==> src/rtl/snspd_pkg.sv <==
// snspd_pkg: shared types, constants and saturating fixed-point helpers
// for the circuit step block; no dependencies
`timescale 1ns / 1ps
`default_nettype none
package snspd_pkg;
	localparam int WordW = 32;
	localparam int FracW = 16;
	localparam int RegW = 31;
	localparam int NumRegs = 7;
	localparam int IdxW = 3;
	localparam int ProgW = 6;

	typedef logic signed [WordW-1:0] word_t;

	typedef enum logic [IdxW-1:0] {
		REG_X1 = 3'd0, REG_X2 = 3'd1, REG_Y = 3'd2, REG_RP = 3'd3,
		REG_RL = 3'd4, REG_RS = 3'd5, REG_IB = 3'd6
	} reg_idx_t;

	// datapath operations
	typedef enum logic [2:0] {
		OP_ADD, OP_SUB, OP_MUL, OP_DIV
	} op_t;

	// operand / result slots
	typedef enum logic [4:0] {
		S_X1, S_X2, S_Y, S_RP, S_RL, S_RS, S_IB, S_RW, S_I1, S_I2, S_VC, S_PR,
		S_T0, S_T1, S_T2, S_T3, S_T4, S_T5, S_T6, S_T7, S_T8, S_T9, S_T10, S_T11,
		S_ZERO
	} slot_t;

	typedef struct packed {
		logic  start;
		op_t   op;
		slot_t a;
		slot_t b;
		slot_t d;
	} cmd_t;

	typedef struct packed {
		logic busy;
		logic zero;
	} stat_t;

	typedef enum logic [2:0] {
		ST_IDLE, ST_ISSUE, ST_WAIT, ST_DONE, ST_OUT
	} state_t;

	localparam logic signed [WordW-1:0] WMax = {1'b0, {(WordW-1){1'b1}}};
	localparam logic signed [WordW-1:0] WMin = {1'b1, {(WordW-1){1'b0}}};

	function automatic word_t sat_add(input word_t a, input word_t b);
		logic signed [WordW:0] s;
		s = {a[WordW-1], a} + {b[WordW-1], b};
		if (s[WordW] != s[WordW-1]) sat_add = s[WordW] ? WMin : WMax;
		else sat_add = s[WordW-1:0];
	endfunction

	function automatic word_t sat_neg(input word_t a);
		sat_neg = (a == WMin) ? WMax : -a;
	endfunction

	function automatic logic [WordW-1:0] mag(input word_t a);
		mag = a[WordW-1] ? (~a + 1'b1) : a;
	endfunction

	function automatic word_t from_sign(input logic neg, input logic [WordW-1:0] m,
			input logic ovf);
		if (neg) begin
			if (ovf || m > {1'b1, {(WordW-1){1'b0}}}) from_sign = WMin;
			else from_sign = -m;
		end else begin
			if (ovf || m[WordW-1]) from_sign = WMax;
			else from_sign = m;
		end
	endfunction

	function automatic word_t sat32(input word_t a);
		sat32 = a;
	endfunction
endpackage
`default_nettype wire

==> src/rtl/snspd_ctrl.sv <==
// snspd_ctrl: sequencer stepping through the operation program for one word
// depends on snspd_pkg
`timescale 1ns / 1ps
`default_nettype none
module snspd_ctrl import snspd_pkg::*; (
	input  wire logic clk,
	input  wire logic arst_n,
	input  wire logic in_go,
	input  wire logic in_restart,
	input  wire stat_t stat,
	input  wire logic out_taken,
	output cmd_t      cmd,
	output logic      busy,
	output logic      out_valid,
	output logic      commit,
	output logic      sing
);
	state_t state_q, state_d;
	logic [ProgW-1:0] pc_q;
	logic rst_q, sing_q;
	cmd_t pcmd;
	logic last, chk;
	logic chk_q, last_q;

	function automatic cmd_t mk(input op_t o, input slot_t a, input slot_t b,
			input slot_t d);
		mk = '{start: 1'b1, op: o, a: a, b: b, d: d};
	endfunction

	// step program: T11 is checked for zero where chk is set
	always_comb begin
		pcmd = mk(OP_ADD, S_ZERO, S_ZERO, S_T0);
		last = 1'b0;
		chk = 1'b0;
		if (rst_q) begin
			unique case (pc_q)
				6'd0: begin pcmd = mk(OP_ADD, S_RS, S_RP, S_T11); chk = 1'b1; end
				6'd1: pcmd = mk(OP_MUL, S_RP, S_IB, S_T0);
				6'd2: pcmd = mk(OP_DIV, S_T0, S_T11, S_T8);
				6'd3: pcmd = mk(OP_MUL, S_RS, S_IB, S_T0);
				6'd4: pcmd = mk(OP_DIV, S_T0, S_T11, S_T9);
				6'd5: pcmd = mk(OP_MUL, S_RS, S_RP, S_T0);
				6'd6: pcmd = mk(OP_MUL, S_T0, S_IB, S_T0);
				6'd7: begin pcmd = mk(OP_DIV, S_T0, S_T11, S_T10); last = 1'b1; end
				default: last = 1'b1;
			endcase
		end else begin
			unique case (pc_q)
				6'd0:  pcmd = mk(OP_ADD, S_RL, S_RL, S_T0);
				6'd1:  pcmd = mk(OP_MUL, S_T0, S_IB, S_T0);
				6'd2:  pcmd = mk(OP_ADD, S_VC, S_T0, S_T0);
				6'd3:  pcmd = mk(OP_SUB, S_X1, S_RL, S_T1);
				6'd4:  pcmd = mk(OP_SUB, S_T1, S_PR, S_T1);
				6'd5:  pcmd = mk(OP_SUB, S_T1, S_RS, S_T1);
				6'd6:  pcmd = mk(OP_MUL, S_T1, S_I1, S_T1);
				6'd7:  pcmd = mk(OP_ADD, S_T0, S_T1, S_T1);
				6'd8:  pcmd = mk(OP_MUL, S_RL, S_I2, S_T2);
				6'd9:  pcmd = mk(OP_SUB, S_T1, S_T2, S_T1);
				6'd10: pcmd = mk(OP_SUB, S_X2, S_RL, S_T2);
				6'd11: pcmd = mk(OP_SUB, S_T2, S_RP, S_T2);
				6'd12: pcmd = mk(OP_SUB, S_T2, S_RP, S_T2);
				6'd13: pcmd = mk(OP_MUL, S_T2, S_I2, S_T2);
				6'd14: pcmd = mk(OP_ADD, S_T0, S_T2, S_T2);
				6'd15: pcmd = mk(OP_MUL, S_RL, S_I1, S_T3);
				6'd16: pcmd = mk(OP_SUB, S_T2, S_T3, S_T2);
				6'd17: pcmd = mk(OP_ADD, S_IB, S_IB, S_T3);
				6'd18: pcmd = mk(OP_SUB, S_T3, S_I1, S_T3);
				6'd19: pcmd = mk(OP_SUB, S_T3, S_I2, S_T3);
				6'd20: pcmd = mk(OP_MUL, S_Y, S_T3, S_T3);
				6'd21: pcmd = mk(OP_ADD, S_VC, S_T3, S_T3);
				6'd22: pcmd = mk(OP_ADD, S_T1, S_T3, S_T1);
				6'd23: pcmd = mk(OP_ADD, S_T2, S_T3, S_T2);
				6'd24: pcmd = mk(OP_ADD, S_X1, S_RL, S_T4);
				6'd25: pcmd = mk(OP_ADD, S_T4, S_RW, S_T4);
				6'd26: pcmd = mk(OP_ADD, S_T4, S_RS, S_T4);
				6'd27: pcmd = mk(OP_ADD, S_T4, S_Y, S_T4);
				6'd28: pcmd = mk(OP_ADD, S_RL, S_Y, S_T5);
				6'd29: pcmd = mk(OP_ADD, S_X2, S_RL, S_T6);
				6'd30: pcmd = mk(OP_ADD, S_T6, S_Y, S_T6);
				6'd31: pcmd = mk(OP_MUL, S_T4, S_T6, S_T7);
				6'd32: pcmd = mk(OP_MUL, S_T5, S_T5, S_T11);
				6'd33: begin pcmd = mk(OP_SUB, S_T7, S_T11, S_T11); chk = 1'b1; end
				6'd34: pcmd = mk(OP_MUL, S_T1, S_T6, S_T7);
				6'd35: pcmd = mk(OP_MUL, S_T5, S_T2, S_T0);
				6'd36: pcmd = mk(OP_SUB, S_T7, S_T0, S_T7);
				6'd37: pcmd = mk(OP_DIV, S_T7, S_T11, S_T8);
				6'd38: pcmd = mk(OP_MUL, S_T4, S_T2, S_T7);
				6'd39: pcmd = mk(OP_MUL, S_T5, S_T1, S_T0);
				6'd40: pcmd = mk(OP_SUB, S_T7, S_T0, S_T7);
				6'd41: pcmd = mk(OP_DIV, S_T7, S_T11, S_T9);
				6'd42: pcmd = mk(OP_ADD, S_T8, S_T9, S_T0);
				6'd43: pcmd = mk(OP_MUL, S_Y, S_T0, S_T0);
				6'd44: begin pcmd = mk(OP_SUB, S_T3, S_T0, S_T10); last = 1'b1; end
				default: last = 1'b1;
			endcase
		end
	end

	always_comb begin
		state_d = state_q;
		unique case (state_q)
			ST_IDLE:  if (in_go) state_d = ST_ISSUE;
			ST_ISSUE: state_d = ST_WAIT;
			ST_WAIT:  if (!stat.busy) state_d = ST_DONE;
			ST_DONE:  if ((chk_q && stat.zero) || last_q) state_d = ST_OUT;
				else state_d = ST_ISSUE;
			ST_OUT:   if (out_taken) state_d = ST_IDLE;
			default:  state_d = ST_IDLE;
		endcase
	end

	always_comb begin
		cmd = '0;
		busy = (state_q != ST_IDLE);
		out_valid = (state_q == ST_OUT);
		commit = 1'b0;
		sing = sing_q;
		unique case (state_q)
			ST_ISSUE: cmd = pcmd;
			ST_DONE:  commit = !(chk_q && stat.zero) && last_q;
			default: ;
		endcase
	end

	always_ff @(posedge clk or negedge arst_n) begin
		if (!arst_n) begin
			state_q <= ST_IDLE;
			pc_q <= '0;
			rst_q <= 1'b0;
			sing_q <= 1'b0;
			chk_q <= 1'b0;
			last_q <= 1'b0;
		end else begin
			state_q <= state_d;
			if (state_q == ST_IDLE && in_go) begin
				pc_q <= '0;
				rst_q <= in_restart;
				sing_q <= 1'b0;
			end
			if (state_q == ST_ISSUE) begin
				chk_q <= chk;
				last_q <= last;
			end
			if (state_q == ST_DONE) begin
				pc_q <= pc_q + 1'b1;
				if (chk_q && stat.zero) sing_q <= 1'b1;
			end
		end
	end
endmodule
`default_nettype wire

==> config.mk <==
export PLATFORM = sky130hd
export DESIGN_NAME = snspd_ctrl
export DESIGN_NICKNAME = d
export VERILOG_FILES = /design/src/rtl/snspd_pkg.sv /design/src/rtl/snspd_ctrl.sv
export SDC_FILE = /design/constraint.sdc
export NUM_CORES = 1
export LEC_CHECK = 0
export ABC_CLOCK_PERIOD_IN_PS = 2400
export CAP_MARGIN = 10
export CORE_ASPECT_RATIO = 1.2
export CORE_MARGIN = 3
export CORE_UTILIZATION = 50
export CTS_CLUSTER_DIAMETER = 80
export CTS_CLUSTER_SIZE = 20
export DETAILED_ROUTE_END_ITERATION = 10
export DONT_BUFFER_PORTS = 1
export GPL_ROUTABILITY_DRIVEN = 0
export PLACE_DENSITY_LB_ADDON = 0.08
export RECOVER_POWER = 25
export REMOVE_ABC_BUFFERS = 1
export SETUP_SLACK_MARGIN = 0.3
export SLEW_MARGIN = 20
export SYNTH_ARGS = -nofsm -noshare
export SYNTH_HDL_FRONTEND = slang
export SYNTH_SLANG_ARGS = --single-unit
==> constraint.sdc <==
create_clock -name clk -period 2.4 [get_ports clk]
set_input_delay 0 -clock clk [delete_from_list [all_inputs] [get_ports clk]]
set_output_delay 0 -clock clk [all_outputs]
set_load 0.03 [all_outputs]
==> metrics.md <==
| Metric | Value |
|---|---|
| CTS max path bufs | `2` |
| WL/cell | `23.9 um` |
| Asr flop ratio synth | `1.00` |
| Buffers added on ports | `0` |
| Synth Flop Type | `dfrtp_1` |
| Cell Count, Final, Fillers Out | `516` |
| Clock Power Share | `0.049` |
| Clk sinks | `13` |
| Most common cell after layout, fill and taps aside | `buf_4` |
| Final WS setup | `-0.376 ns` |
| Via Count | `3800` |
| Synth Area in Compound Gates | `0.388` |
| Combinational share of power | `0.845` |
| Top cell type's share of synthesized area | `0.136` |
| Layout Utilization | `0.865` |
| Die ar. | `5650 um2` |
| Vias per Instance | `7.36` |
| Slew Limit Fails | `0` |
| Top area cells in the synthesized netlist | `dfrtp_1 14%, a21oi_1 8.6%, o21ai_0 7.5%` |
| Final setup viols | `14` |
| Worst IR Drop VDD | `853 uV` |
| H-tree levels | `1` |
| Placed cells | `481` |
| Commonest non-fill, non-tap cells in the layout | `91 x buf_4, 31 x nand2_1, 31 x a21oi_1` |
| Number of synthesized flops with an enable pin | `0` |
| Mean Syn Cell Area | `6.41 um2` |
| Yosys reg bits | `13` |
| Synth Warn # | `0` |
| Reg power frac | `0.107` |
| Share of post-route cells with drive strength above 1 | `0.420` |
| Area Overhead vs Synth | `59.9%` |
| Distinct cell type count after synthesis | `65` |
| DPL Wire Length | `7540 um` |
| Hold crit path type | `in -> reg` |
| Mux cell area share after synthesis | `0.0131` |
| Row count | `26` |
| CP Class | `reg -> out` |
| Detail Route Antenna Nets | `0` |
| Endpoint class of the critical path | `output pin` |
| Synth area leader | `dfrtp_1` |
| Crit path required time | `2.40 ns` |
| Pin count of the biggest net entering global routing | `23` |
| Largest family of logic cells by synthesized area | `compound AO/OA/AOI/OAI gates` |
| Nets | `472` |
| Total routed wirelength | `12300 um` |
| Adder-Cell Fraction of Synth Area | `0.0209` |
| Final hold vios | `0` |
| Max-Slew Margin vs Limit | `0.521` |
| Initial Utilization | `0.541` |
| Clk_skew | `0.00398 ns` |
| Inserted Clock Buffers | `3` |
| Fmax | `0.360 GHz` |
| Total GRT Usage | `0.395` |
| Core area | `4420 um2` |
| CP max-delay cell | `o31ai_1` |
| Initial detailed-routing violation count | `894` |
| Die H | `81.8 um` |
| Sw Ratio | `0.548` |
| Die X | `69.1 um` |
| Placed cell area | `3000 um2` |
| Synthesized-area fraction occupied by and/or/nand/nor cells | `0.333` |
| Number of cells produced by synthesis | `373` |
| CP startpoint kind | `flip-flop` |
| Register area share after synthesis | `0.136` |
| Crit share post-route | `1.16` |
| TritonCTS clock tree | `done` |
| Slowest stage delay, CP | `0.59 ns` |
| Power density over cell area | `1090 nW/um2` |
| Hold slack | `0.0432 ns` |
| Clock latency on the worst-skew pair | `0.25 ns` |
| Reg clk slew, reported paths | `0.06 ns` |
| Post-Syn Area | `2390 um2` |
| I/O Pins | `30` |
| Initial antenna violation count | `0` |
| Fill count | `237` |
| Grt total ovfl | `0` |
| CP Data Arrival Time | `2.78 ns` |
| Crit-path cells | `inv_4 > ha_4 > buf_4 > inv_1 > nor2_1 > a21oi_1 > o31ai_1 > nor4b_1 > a21oi_1 > buf_4` |
| Outcome | `complete, but fails checks` |
| Psw | `0.00228 W` |
| First-pass GRT wire length | `17700 um` |
| Unrepaired setup endpoints after global routing | `true` |
| Pre-antenna DRT Iters | `7` |
| Xor-xnor portion of the synthesized cell area | `0.0220` |
| Finished Cell Area | `3820 um2` |
| CTS Root Cell | `clkbuf_8` |
| Crit Path Max Fanout | `8` |
| Tmin final | `2.78 ns` |
| Violated checks | `setup timing` |
| DRC violations left | `0` |
| Vias in the first global route | `3447` |
| Max-cap violations | `0` |
| Ant diodes | `0` |
| Pint | `0.00188 W` |
| Worst Max-Slew Pin Slew | `0.712 ns` |
| Lkg Pwr | `1.54 nW` |
==> power groups by stage <==
stage	logic [W]	clock network (W)	registers [W]
after floorplan	0.00148	0	0.000422
after global placement	0.00253	0	0.000424
after detailed placement	0.00256	0	0.000426
after CTS	0.00300	0.000203	0.000435
after global routing	0.00367	0.000211	0.000457
final	0.00352	0.000202	0.000445
==> registers in the layout, indices dropped and copies added, names as in the netlist <==
signal   count
pc_q         6
state_q      3
chk_q        1
last_q       1
rst_q        1
sing         1
==> per-layer routing <==
metal	up-vias	share of wire	track usage
met5	-	0	0
met1	1706	0.33	0.453
met2	381	0.44	0.671
li1	1571	-	-
met4	0	0.093	0.291
met3	142	0.14	0.0636
==> per-stage QoR <==
stage | worst slack (ns) | setup TNS [ns] | power (W)
after floorplan | -0.597 | -4.25 | 0.00190
after global placement | -0.0509 | -0.0509 | 0.00295
after detailed placement | -0.106 | -0.225 | 0.00298
after CTS | -0.228 | -0.916 | 0.00364
after global routing | -0.428 | -3.60 | 0.00434
final | -0.376 | -2.71 | 0.00417
==> critical path: cells and delay by family, from the launching register on <==
family	cells	cell delay, ns
AO/OA/AOI/OAI	3	0.89
adder cells (fa/ha/maj)	1	0.21
buffers and inverters	4	0.66
flip-flops	1	0.46
AND/OR/NAND/NOR	2	0.30
==> logic make-up (layout without fill, tap and decap cells) <==
kind of cell,after synthesis,count (layout)
AOI/OAI and AO/OA,145,145
xor gates and xnor gates,6,6
adders and majority gates,4,4
buffers and inverters,49,136
DFF,13,13
muxes,3,3
other,1,1
and+or+nand+nor,152,152
==> path summary, 6_finish.rpt <==
kind / startpoint / endpoint / slack [ns] / depth (start not counted)
worst max-delay path: pc_q[0] / cmd[8] / -0.38 / 10
worst min-delay path: stat[1] / state_q[0] / 0.04 / 3
worst max register to register: pc_q[1] / last_q / 0.17 / 9
worst min register to register: state_q[2] / state_q[1] / 0.56 / 1
max in group asynchronous: arst_n / pc_q[4] / 1.77 / 1
min in group asynchronous: arst_n / last_q / 0.20 / 1
==> layout make-up <==
cell class / instances / area (um2) / area share
Multi-Input combinational cell: 311 / 2290 / 0.598
Sequential cell: 13 / 333 / 0.0870
Clock buffer: 4 / 45.0 / 0.0118
Inverter: 11 / 47.5 / 0.0124
Tap cell: 56 / 70.1 / 0.0183
Timing Repair Buffer: 121 / 1040 / 0.273
==> cells in the mapped netlist (all sizes together) (3+ instances only) <==
library cell  instances
nand3                13
dfrtp                13
and3                  3
buf                  19
xnor2                 3
nor2b                 6
nand4                 3
a21oi                41
o31a                  3
nor4b                 3
nand3b                5
a31oi                 6
a211oi                3
o21ai                36
or2                   4
or3                   7
inv                   9
ha                    4
nand2b               12
nor4                  6
clkbuf               19
o31ai                 8
o22ai                 8
o211ai                5
o32a                  3
a22oi                 4
xor2                  3
nor2                 33
nor3                 13
nand2                34
==> repair_timing <==
item,4_1_cts,5_1_grt
hold buffers,6,0
buffers inserted,17,7
hold endpoints to repair,17,0
pin swaps,24,18
gates cloned,1,0
gates resized for setup,78,42
endpoints found under the setup margin,18,18
(Power assumes the default switching activity.)
